<file path="src/hw/rtl/ipv4fwd_pkg.sv">
// Package with shared types and constants of the IPv4 forwarding block.
`default_nettype none
package ipv4fwd_pkg;
    localparam int MAX_PORTS  = 4;
    localparam int MAX_ROUTES = 16;
    localparam int PORT_W  = $clog2(MAX_PORTS);
    localparam int ROUTE_W = $clog2(MAX_ROUTES);
    localparam int PCNT_W  = $clog2(MAX_PORTS + 1);
    localparam int RCNT_W  = $clog2(MAX_ROUTES + 1);

    typedef enum logic [1:0] {
        ACT_WR_IF    = 2'd0,
        ACT_WR_ROUTE = 2'd1,
        ACT_CLASSIFY = 2'd2,
        ACT_NONE     = 2'd3
    } action_t;

    typedef enum logic [2:0] {
        DEC_ACK      = 3'd0,
        DEC_DROP     = 3'd1,
        DEC_PORT_UNR = 3'd2,
        DEC_NET_UNR  = 3'd3,
        DEC_HOST_UNR = 3'd4,
        DEC_ECHO     = 3'd5,
        DEC_FWD      = 3'd6,
        DEC_TTL_EXC  = 3'd7
    } decision_t;

    localparam logic REG_IF_COUNT    = 1'b0;
    localparam logic REG_ROUTE_COUNT = 1'b1;

    localparam logic [7:0] PROTO_ICMP = 8'd1;
    localparam logic [7:0] PROTO_TCP  = 8'd6;
    localparam logic [7:0] PROTO_UDP  = 8'd17;
    localparam logic [7:0] ICMP_ECHO_REQ = 8'd8;

    typedef enum logic [1:0] {
        ST_IDLE   = 2'd0,
        ST_PORTS  = 2'd1,
        ST_ROUTES = 2'd2,
        ST_OUT    = 2'd3
    } state_t;

    typedef struct packed {
        logic [1:0]  action;
        logic [3:0]  entry_index;
        logic [31:0] entry_ip;
        logic [31:0] entry_mask;
        logic [31:0] entry_gateway;
        logic [1:0]  entry_port;
        logic [47:0] entry_mac;
        logic [47:0] pkt_dst_mac;
        logic [31:0] pkt_dst_ip;
        logic [7:0]  pkt_proto;
        logic [7:0]  pkt_icmp_kind;
        logic [7:0]  pkt_ttl;
    } req_t;

    typedef struct packed {
        logic [2:0]  decision;
        logic [1:0]  inbound_port;
        logic [1:0]  outbound_port;
        logic [31:0] next_hop_ip;
        logic [47:0] outbound_mac;
        logic [31:0] reply_src_ip;
        logic [7:0]  new_ttl;
    } rsp_t;
endpackage
`default_nettype wire

</file>
<file path="src/hw/rtl/ipv4fwd_if.sv">
// Valid/ready channel interfaces for requests, results and configuration writes.
`default_nettype none
interface ipv4fwd_req_if;
    import ipv4fwd_pkg::*;
    logic valid;
    logic ready;
    req_t data;
    modport source (output valid, output data, input ready);
    modport sink (input valid, input data, output ready);
endinterface

interface ipv4fwd_rsp_if;
    import ipv4fwd_pkg::*;
    logic valid;
    logic ready;
    rsp_t data;
    modport source (output valid, output data, input ready);
    modport sink (input valid, input data, output ready);
endinterface

interface ipv4fwd_cfg_if;
    logic        valid;
    logic        ready;
    logic        index;
    logic [31:0] wdata;
    modport source (output valid, output index, output wdata, input ready);
    modport sink (input valid, input index, input wdata, output ready);
endinterface
`default_nettype wire

</file>
<file path="src/hw/rtl/ipv4fwd_queue.sv">
// Two-entry request queue between the intake side and the lookup engine.
`default_nettype none
module ipv4fwd_queue (
    input  wire logic              clk,
    input  wire logic              rst_n,
    input  wire logic              in_valid,
    output logic                   in_ready,
    input  wire ipv4fwd_pkg::req_t in_data,
    output logic                   out_valid,
    input  wire logic              out_ready,
    output ipv4fwd_pkg::req_t      out_data
);
    import ipv4fwd_pkg::*;

    req_t       mem_reg [2];
    logic       wptr_reg, rptr_reg;
    logic [1:0] cnt_reg;
    logic       push, pop;

    assign in_ready  = (cnt_reg != 2'd2);
    assign out_valid = (cnt_reg != 2'd0);
    assign out_data  = mem_reg[rptr_reg];
    assign push = in_valid && in_ready;
    assign pop  = out_valid && out_ready;

    always_ff @(posedge clk)
    begin
        if (push)
        begin
            mem_reg[wptr_reg] <= in_data;
        end
    end

    always_ff @(posedge clk or negedge rst_n)
    begin
        if (!rst_n)
        begin
            wptr_reg <= 1'b0;
            rptr_reg <= 1'b0;
            cnt_reg  <= 2'd0;
        end
        else
        begin
            if (push)
            begin
                wptr_reg <= ~wptr_reg;
            end
            if (pop)
            begin
                rptr_reg <= ~rptr_reg;
            end
            cnt_reg <= cnt_reg + {1'b0, push} - {1'b0, pop};
        end
    end

    a_cnt_max: assert property (@(posedge clk) disable iff (!rst_n) cnt_reg <= 2'd2)
        else $error("queue count overflow");
    a_no_pop_empty: assert property (@(posedge clk) disable iff (!rst_n)
        (cnt_reg == 2'd0) |-> !pop) else $error("pop from empty queue");
    a_full_hold: assert property (@(posedge clk) disable iff (!rst_n)
        (cnt_reg == 2'd2 && !pop) |=> cnt_reg == 2'd2) else $error("full queue lost entry");
endmodule
`default_nettype wire

</file>
<file path="src/hw/rtl/ipv4fwd_engine.sv">
// Lookup engine: table writes, interface scan, route scan and result register.
`default_nettype none
module ipv4fwd_engine (
    input  wire logic                            clk,
    input  wire logic                            rst_n,
    input  wire logic                            req_valid,
    output logic                                 req_ready,
    input  wire ipv4fwd_pkg::req_t               req,
    input  wire logic [ipv4fwd_pkg::PCNT_W-1:0]  nif,
    input  wire logic [ipv4fwd_pkg::RCNT_W-1:0]  nrt,
    output logic                                 rsp_valid,
    input  wire logic                            rsp_ready,
    output ipv4fwd_pkg::rsp_t                    rsp
);
    import ipv4fwd_pkg::*;

    logic [31:0] port_ip_mem   [MAX_PORTS];
    logic [47:0] port_mac_mem  [MAX_PORTS];
    logic [31:0] rt_prefix_mem [MAX_ROUTES];
    logic [31:0] rt_mask_mem   [MAX_ROUTES];
    logic [31:0] rt_gw_mem     [MAX_ROUTES];
    logic [1:0]  rt_port_mem   [MAX_ROUTES];

    state_t state_reg, state_next;
    req_t   cur_reg;
    logic [PCNT_W-1:0] pi_reg;
    logic [RCNT_W-1:0] ri_reg;
    logic        have_in_reg, to_router_reg, matched_reg;
    logic [PORT_W-1:0] in_port_reg;
    logic [31:0] in_ip_reg;
    logic [31:0] best_mask_reg, best_gw_reg;
    logic [1:0]  best_port_reg;
    logic [47:0] out_mac_reg;
    rsp_t        rsp_reg;
    logic        rsp_valid_reg;

    logic take, is_classify, ports_done, routes_done, out_slot_free;
    logic [PORT_W-1:0]  pidx;
    logic [ROUTE_W-1:0] ridx;
    logic        route_hit;
    rsp_t        rsp_comb;
    logic        tcp_udp, host_unr;

    assign out_slot_free = !rsp_valid_reg || rsp_ready;
    assign is_classify = (req.action == ACT_CLASSIFY);
    assign pidx = pi_reg[PORT_W-1:0];
    assign ridx = ri_reg[ROUTE_W-1:0];
    assign ports_done  = (pi_reg >= nif);
    assign routes_done = (ri_reg >= nrt) || to_router_reg;
    assign route_hit = (rt_mask_mem[ridx] & rt_prefix_mem[ridx])
                    == (rt_mask_mem[ridx] & cur_reg.pkt_dst_ip);

    // Writes and ignored actions finish in IDLE when the output slot is free.
    assign req_ready = (state_reg == ST_IDLE) && (is_classify || out_slot_free);
    assign take = req_valid && req_ready;

    always_comb
    begin
        state_next = state_reg;
        unique case (state_reg)
            ST_IDLE:   if (take && is_classify) state_next = ST_PORTS;
            ST_PORTS:  if (ports_done) state_next = have_in_reg ? ST_ROUTES : ST_OUT;
            ST_ROUTES: if (routes_done) state_next = ST_OUT;
            ST_OUT:    if (out_slot_free) state_next = ST_IDLE;
            default:   state_next = ST_IDLE;
        endcase
    end

    always_comb
    begin
        tcp_udp  = (cur_reg.pkt_proto == PROTO_TCP || cur_reg.pkt_proto == PROTO_UDP)
                && to_router_reg;
        host_unr = to_router_reg && (in_ip_reg != cur_reg.pkt_dst_ip);
        rsp_comb = '0;
        if (!have_in_reg)
        begin
            rsp_comb.decision = DEC_DROP;
        end
        else
        begin
            rsp_comb.inbound_port = 2'(in_port_reg);
            if (tcp_udp)
            begin
                rsp_comb.decision = DEC_PORT_UNR;
                rsp_comb.reply_src_ip = cur_reg.pkt_dst_ip;
            end
            else if (!to_router_reg && !matched_reg)
            begin
                rsp_comb.decision = DEC_NET_UNR;
                rsp_comb.reply_src_ip = cur_reg.pkt_dst_ip;
            end
            else if (host_unr)
            begin
                rsp_comb.decision = DEC_HOST_UNR;
                rsp_comb.reply_src_ip = cur_reg.pkt_dst_ip;
            end
            else if (to_router_reg && cur_reg.pkt_proto == PROTO_ICMP
                     && cur_reg.pkt_icmp_kind == ICMP_ECHO_REQ)
            begin
                rsp_comb.decision = DEC_ECHO;
                rsp_comb.reply_src_ip = in_ip_reg;
            end
            else if (!to_router_reg)
            begin
                if (cur_reg.pkt_ttl <= 8'd1)
                begin
                    rsp_comb.decision = DEC_TTL_EXC;
                    rsp_comb.reply_src_ip = cur_reg.pkt_dst_ip;
                end
                else
                begin
                    rsp_comb.decision = DEC_FWD;
                    rsp_comb.outbound_port = best_port_reg;
                    rsp_comb.next_hop_ip = (best_gw_reg != 32'd0) ? best_gw_reg
                                                                  : cur_reg.pkt_dst_ip;
                    rsp_comb.outbound_mac = out_mac_reg;
                    rsp_comb.new_ttl = cur_reg.pkt_ttl - 8'd1;
                end
            end
        end
    end

    always_ff @(posedge clk)
    begin
        if (take)
        begin
            cur_reg <= req;
            if (req.action == ACT_WR_IF && 32'(req.entry_index) < MAX_PORTS)
            begin
                port_ip_mem[PORT_W'(req.entry_index)]  <= req.entry_ip;
                port_mac_mem[PORT_W'(req.entry_index)] <= req.entry_mac;
            end
            if (req.action == ACT_WR_ROUTE && 32'(req.entry_index) < MAX_ROUTES)
            begin
                rt_prefix_mem[ROUTE_W'(req.entry_index)] <= req.entry_ip;
                rt_mask_mem[ROUTE_W'(req.entry_index)]   <= req.entry_mask;
                rt_gw_mem[ROUTE_W'(req.entry_index)]     <= req.entry_gateway;
                rt_port_mem[ROUTE_W'(req.entry_index)]   <= req.entry_port;
            end
        end
        if (state_reg == ST_IDLE)
        begin
            pi_reg <= '0;
            ri_reg <= '0;
            have_in_reg <= 1'b0;
            to_router_reg <= 1'b0;
            matched_reg <= 1'b0;
            in_port_reg <= '0;
            best_mask_reg <= '0;
            best_port_reg <= '0;
            best_gw_reg <= '0;
        end
        else if (state_reg == ST_PORTS && !ports_done)
        begin
            pi_reg <= pi_reg + PCNT_W'(1);
            if (port_mac_mem[pidx] == cur_reg.pkt_dst_mac)
            begin
                have_in_reg <= 1'b1;
                in_port_reg <= pidx;
                in_ip_reg   <= port_ip_mem[pidx];
            end
            if (port_ip_mem[pidx] == cur_reg.pkt_dst_ip)
            begin
                to_router_reg <= 1'b1;
            end
        end
        else if (state_reg == ST_ROUTES && !routes_done)
        begin
            ri_reg <= ri_reg + RCNT_W'(1);
            if (route_hit && (!matched_reg || rt_mask_mem[ridx] >= best_mask_reg))
            begin
                matched_reg   <= 1'b1;
                best_mask_reg <= rt_mask_mem[ridx];
                best_port_reg <= rt_port_mem[ridx];
                best_gw_reg   <= rt_gw_mem[ridx];
                out_mac_reg   <= (32'(rt_port_mem[ridx]) < MAX_PORTS)
                    ? port_mac_mem[PORT_W'(rt_port_mem[ridx])] : 48'd0;
            end
            else if (route_hit)
            begin
                matched_reg <= 1'b1;
            end
        end
        if (take && !is_classify)
        begin
            rsp_reg <= '0;
        end
        else if (state_reg == ST_OUT && out_slot_free)
        begin
            rsp_reg <= rsp_comb;
        end
    end

    always_ff @(posedge clk or negedge rst_n)
    begin
        if (!rst_n)
        begin
            state_reg <= ST_IDLE;
            rsp_valid_reg <= 1'b0;
        end
        else
        begin
            state_reg <= state_next;
            if ((take && !is_classify) || (state_reg == ST_OUT && out_slot_free))
            begin
                rsp_valid_reg <= 1'b1;
            end
            else if (rsp_ready)
            begin
                rsp_valid_reg <= 1'b0;
            end
        end
    end

    assign rsp_valid = rsp_valid_reg;
    assign rsp = rsp_reg;

    a_ready_idle: assert property (@(posedge clk) disable iff (!rst_n)
        req_ready |-> state_reg == ST_IDLE) else $error("request taken while busy");
    a_out_load: assert property (@(posedge clk) disable iff (!rst_n)
        (state_reg == ST_OUT && out_slot_free) |=> rsp_valid) else $error("result lost");
    a_no_in_drop: assert property (@(posedge clk) disable iff (!rst_n)
        (state_reg == ST_ROUTES) |-> have_in_reg) else $error("route scan without inbound");
endmodule
`default_nettype wire

</file>
<file path="src/hw/rtl/ipv4_forwarding_decision_lpm.sv">
// Top level of the IPv4 forwarding decision block with longest-prefix match.
`default_nettype none
// Each transaction on req is a table write, a header to classify or an ignored action;
// each yields exactly one result transaction on rsp, in order. A classify transaction
// scans the interface table one entry a cycle and then, if the packet is not for the
// router, the routing table one route a cycle, and holds the engine until its result is
// loaded into the result register. A dropped header skips the route scan. A two-entry
// queue in front of the engine takes new transactions while the engine works, and the
// result register lets the next classify start while a result waits. Counts above the
// table sizes saturate. Configuration writes (index 0 interface_count, 1 route_count)
// are accepted every cycle and should only be made while the block is idle.
module ipv4_forwarding_decision_lpm (
    input wire logic clk,
    input wire logic rst_n,
    ipv4fwd_req_if.sink   req,
    ipv4fwd_rsp_if.source rsp,
    ipv4fwd_cfg_if.sink   cfg
);
    import ipv4fwd_pkg::*;

    logic [2:0] if_count_reg;
    logic [4:0] rt_count_reg;
    logic [PCNT_W-1:0] nif;
    logic [RCNT_W-1:0] nrt;
    logic q_valid, q_ready;
    req_t q_data;

    assign cfg.ready = 1'b1;

    always_ff @(posedge clk or negedge rst_n)
    begin
        if (!rst_n)
        begin
            if_count_reg <= '0;
            rt_count_reg <= '0;
        end
        else if (cfg.valid)
        begin
            if (cfg.index == REG_IF_COUNT)
            begin
                if_count_reg <= cfg.wdata[2:0];
            end
            else
            begin
                rt_count_reg <= cfg.wdata[4:0];
            end
        end
    end

    // Saturate the counts at the table sizes.
    assign nif = (32'(if_count_reg) > MAX_PORTS)  ? PCNT_W'(MAX_PORTS)  : PCNT_W'(if_count_reg);
    assign nrt = (32'(rt_count_reg) > MAX_ROUTES) ? RCNT_W'(MAX_ROUTES) : RCNT_W'(rt_count_reg);

    ipv4fwd_queue u_queue (
        .clk(clk), .rst_n(rst_n),
        .in_valid(req.valid), .in_ready(req.ready), .in_data(req.data),
        .out_valid(q_valid), .out_ready(q_ready), .out_data(q_data)
    );

    ipv4fwd_engine u_engine (
        .clk(clk), .rst_n(rst_n),
        .req_valid(q_valid), .req_ready(q_ready), .req(q_data),
        .nif(nif), .nrt(nrt),
        .rsp_valid(rsp.valid), .rsp_ready(rsp.ready), .rsp(rsp.data)
    );

    a_cfg_if: assert property (@(posedge clk) disable iff (!rst_n)
        (cfg.valid && cfg.index == REG_IF_COUNT) |=> if_count_reg == $past(cfg.wdata[2:0]))
        else $error("interface count not written");
    a_nif_sat: assert property (@(posedge clk) disable iff (!rst_n)
        32'(nif) <= MAX_PORTS) else $error("interface count not saturated");
    a_nrt_sat: assert property (@(posedge clk) disable iff (!rst_n)
        32'(nrt) <= MAX_ROUTES) else $error("route count not saturated");
endmodule
`default_nettype wire

</file>
<file path="src/flat_wrapper.sv">
// flat-port wrapper written by rule: the top's interface ports become plain ports
module ipv4_forwarding_decision_lpm_flat import ipv4fwd_pkg::*;
  (clk, rst_n, req_valid, req_data, req_ready, rsp_valid, rsp_data, rsp_ready, cfg_valid, cfg_index, cfg_wdata, cfg_ready);
  ipv4fwd_req_if req_i ();
  ipv4fwd_rsp_if rsp_i ();
  ipv4fwd_cfg_if cfg_i ();
  input wire logic clk;
  input wire logic rst_n;
  input wire logic [$bits(req_i.valid)-1:0] req_valid;
  input wire logic [$bits(req_i.data)-1:0] req_data;
  output wire logic [$bits(req_i.ready)-1:0] req_ready;
  output wire logic [$bits(rsp_i.valid)-1:0] rsp_valid;
  output wire logic [$bits(rsp_i.data)-1:0] rsp_data;
  input wire logic [$bits(rsp_i.ready)-1:0] rsp_ready;
  input wire logic [$bits(cfg_i.valid)-1:0] cfg_valid;
  input wire logic [$bits(cfg_i.index)-1:0] cfg_index;
  input wire logic [$bits(cfg_i.wdata)-1:0] cfg_wdata;
  output wire logic [$bits(cfg_i.ready)-1:0] cfg_ready;
  assign req_i.valid = req_valid;
  assign req_i.data = req_data;
  assign req_ready = req_i.ready;
  assign rsp_valid = rsp_i.valid;
  assign rsp_data = rsp_i.data;
  assign rsp_i.ready = rsp_ready;
  assign cfg_i.valid = cfg_valid;
  assign cfg_i.index = cfg_index;
  assign cfg_i.wdata = cfg_wdata;
  assign cfg_ready = cfg_i.ready;
  ipv4_forwarding_decision_lpm u_core (.clk(clk), .rst_n(rst_n), .req(req_i), .rsp(rsp_i), .cfg(cfg_i));
endmodule
</file>
<file path="config.mk">
export PLATFORM = sky130hd
export DESIGN_NAME = ipv4_forwarding_decision_lpm_flat
export DESIGN_NICKNAME = d
export VERILOG_FILES = /design/src/hw/rtl/ipv4fwd_pkg.sv /design/src/hw/rtl/ipv4fwd_if.sv /design/src/hw/rtl/ipv4fwd_queue.sv /design/src/hw/rtl/ipv4fwd_engine.sv /design/src/hw/rtl/ipv4_forwarding_decision_lpm.sv /design/src/flat_wrapper.sv
export SDC_FILE = /design/constraint.sdc
export NUM_CORES = 2
export LEC_CHECK = 0
export BUFFER_PORTS_ARGS = -buffer_cell sky130_fd_sc_hd__buf_4
export CORE_MARGIN = 1.5
export CORE_UTILIZATION = 43
export DETAILED_ROUTE_END_ITERATION = 6
export PLACE_DENSITY_LB_ADDON = 0.15
export SETUP_SLACK_MARGIN = 0.4
export SYNTH_ARGS = -nofsm -noshare
export SYNTH_HDL_FRONTEND = slang
export SYNTH_SLANG_ARGS = --single-unit
export TNS_END_PERCENT = 20
</file>
<file path="constraint.sdc">
create_clock -name clk -period 23.5 [get_ports clk]
set_clock_uncertainty 0.2 [all_clocks]
set_input_delay 1.175 -clock clk [delete_from_list [all_inputs] [get_ports clk]]
set_output_delay 1.175 -clock clk [all_outputs]
set_load 0.01 [all_outputs]
</file>
==> qor.csv <==
stage;metric;value;unit
status;status;complete, no violations;
global_route;first_global_vias;54201;
yosys;synth_warnings;0;
sta;worst_slew_pin_slew;1240;ps
clocking;cts_hold_buf;1;
route;detailroute.via_count;52745;
cells_and_area;final_common_cell;edfxtp_1;
sta;finalCriticalPeriod;7070;ps
pwr;ir_drop;0.0000784;V
yosys;ys_seq_area_share;76.6;%
clocking;root_buffer;clkbuf_16;
clocking;cts_tree;yes;
die;coreArea;248000;um^2
placement;numPortBuffers;395;
yosys;ys.flop_type;edfxtp_1;
die;dieWidth;503;um
clocking;clock_latency;940;ps
cells_and_area;filler_cell_count;20139;
die;row_count;183;
route;remaining_drc_errors;0;
sta;rsz0062_at_grt;false;
clocking;numCtsBuffers;313;
cells_and_area;multiInputGateArea;23900;um^2
route;dr.pass1.iters;7;
critical_path;cpMaxStageDelayCell;dfxtp_4;
critical_path;path_class;register to register;
route;avgRoutedWirePerCell;30.1;um
placement;hpwl;161;mm
yosys;synth_area_leaders;edfxtp_1 (72%), mux4_2 (12%), dfxtp_1 (4.0%), mux2_2 (2.8%), xnor2_1 (0.86%);
route;dr.first_iter.drc_count;5070;
sta;finalCritPeriodShare;30.1;%
critical_path;r2r_slack;16430;ps
yosys;async_flop_share;0.534;%
yosys;synth_edf_count;2584;
route;postRouteAntennaNets;0;
cells_and_area;layout_common_cells;edfxtp_1 (2,584), mux4_2 (585), buf_4 (501);
cells_and_area;regArea;82200;um^2
die;start_util;43.2;%
global_route;grt_use_met2;36.0;%
cells_and_area;area_delta_synth_final;15.5;%
route;vias_per_cell;5.68;
sta;max_freq;0.141;GHz
placement;dp_cells;8730;
global_route;grt_util_all_layers;21.9;%
global_route;grt-busiest-layer;met2;
sta;hold_ws;191;ps
sta;maxSlewHeadroom;17.4;%
sta;drv_slew;0;
sta;hold_viol_final;0;
yosys;synth_area_leader_cell;edfxtp_1;
min_path;hold_class;input port to register;
clocking;h-tree-depth;5;
yosys;ys_types;63;
critical_path;cpPeakStageDelay;870;ps
yosys;synth.avg_cell_area;20.7;um^2
cells_and_area;drive_gt1_share;30.7;%
critical_path;cp.required;23830;ps
global_route;grt.met3_usage;3.39;%
yosys;synth_fp_nets;5521;
die;die_area;253000;um^2
yosys;synth_area;107000;um^2
critical_path;arrival;7410;ps
cells_and_area;nets;6061;
clocking;cts.sinks;2811;
pwr;power-per-cell-area;115;nW/um^2
cells_and_area;finalNonFillerCells;9279;
global_route;grt_max_degree;145;
die;die_y;503;um
critical_path;cp-start-kind;register;
die;ioPinCount;424;
sta;fin_tns_setup;0;ps
global_route;antenna_found_initial;22;
clocking;post-cts-setup-buffer-count;0;
pwr;leakage;39.7;nW
critical_path;cp_max_fo;57;
placement;gp_congestion;0.810;
route;wl;279;mm
critical_path;crit_path_frequent_cell;buf_4;
global_route;met1_usage;30.0;%
yosys;ys_ff_latch;2811;
clocking;clkTransAtPathRegs;60;ps
global_route;gr-total-overflow;0;
min_path;min_from;req_data[139];
yosys;synthCells;5176;
sta;finalSetupViolations;0;
global_route;grt_pass1_wl;394;mm
critical_path;crit_chain;buf_4, buf_4, mux4_2, mux4_2, inv_1, ha_1, nand2b_1, a21o_1, a21o_1, a21oi_1, o21ai_0, a21oi_1, o41a_2, nor3_2, buf_4, buf_4;
yosys;synth_top_area_share;72.3;%
critical_path;end_kind;register;
clocking;cts_max_path_buffers;4;
run;drv_cap;0;
clocking;post_cts_resized;0;
==> synth_stat cells, drive strengths merged, types with 3 or more instances <==
cell type	count
a21o	12
a22oi	109
mux2i	50
dfrtp	15
o21ai	84
nand4	33
and3	8
mux2	268
nand3	77
nor2b	18
o22ai	3
or3	3
a32oi	4
a21oi	165
or2	3
o211ai	4
a22o	36
inv	59
ha	51
nor4	23
and2	4
nand2b	10
mux4	586
xnor2	105
nor2	227
nor3	8
buf	109
clkbuf	177
nand2	43
dfxtp	212
or4	4
a32o	3
edfxtp	2584
xor2	51
==> cell families after synthesis <==
group                      after synthesis  synth area share (%)
DFF                                   2811                  76.6
muxes                                  904                  15.6
buffers and inverters                  346                  1.36
and+or+nand+nor                        468                  2.02
adders and majority gates               51                 0.595
other                                    1               0.00349
AOI/OAI and AO/OA                      439                  2.56
xor gates and xnor gates               156                  1.27
==> cell type report <==
class	count	share of cell area, %
clock inverter	119	0.764
tap	3330	3.36
inverter	60	0.184
sequential	2811	66.3
clock buffer	424	6.90
multi-input combinational	2019	19.3
timing repair buffer	511	3.19
antenna	5	0.0101
==> metrics by stage <==
step	util (%)	power, mW	setup slack [ps]	area [um^2]
finish	49.9	14.2	16430	124000
global route	49.9	14.8	16080	124000
CTS	49.9	14.4	16310	124000
detailed placement	46.1	9.79	16300	114000
global placement	46.1	9.74	16290	114000
floorplan	-	8.72	10550	107000
==> power breakdown <==
| part | switching (mW) | internal (mW) | total, mW |
|---|---|---|---|
| Clock | 1.90 | 2.68 | 4.59 |
| Combinational | 1.87 | 1.21 | 3.08 |
| Sequential | 0.233 | 6.32 | 6.55 |
==> per-layer routing <==
metal	part of all wire, %	up-vias
li1	-	22239
met1	42	28427
met2	49	1601
met3	5.4	462
met4	3.3	16
met5	0.042	-
==> worst max-delay path, delay by kind of cell, from the launching register on <==
family                   cells  cell delay [ps]
adder cells (fa/ha/maj)      1              120
multiplexers                 2             1040
flip-flops                   1              870
AO/OA/AOI/OAI                6             1300
AND/OR/NAND/NOR              2              220
buffers and inverters        5             2690
==> worst paths after layout <==
path,depth (start not counted),end
min in group asynchronous,2,u_core.u_queue.rptr_reg
worst max-delay path,16,u_core.u_engine.out_mac_reg[21]
worst min-delay path,1,u_core.u_queue.mem_reg[0][139]
worst max register to register,16,u_core.u_engine.out_mac_reg[21]
worst min register to register,2,u_core.u_engine.rsp[122]
max in group asynchronous,2,u_core.u_queue.rptr_reg
Note: power is estimated with default switching activity, not from simulation.
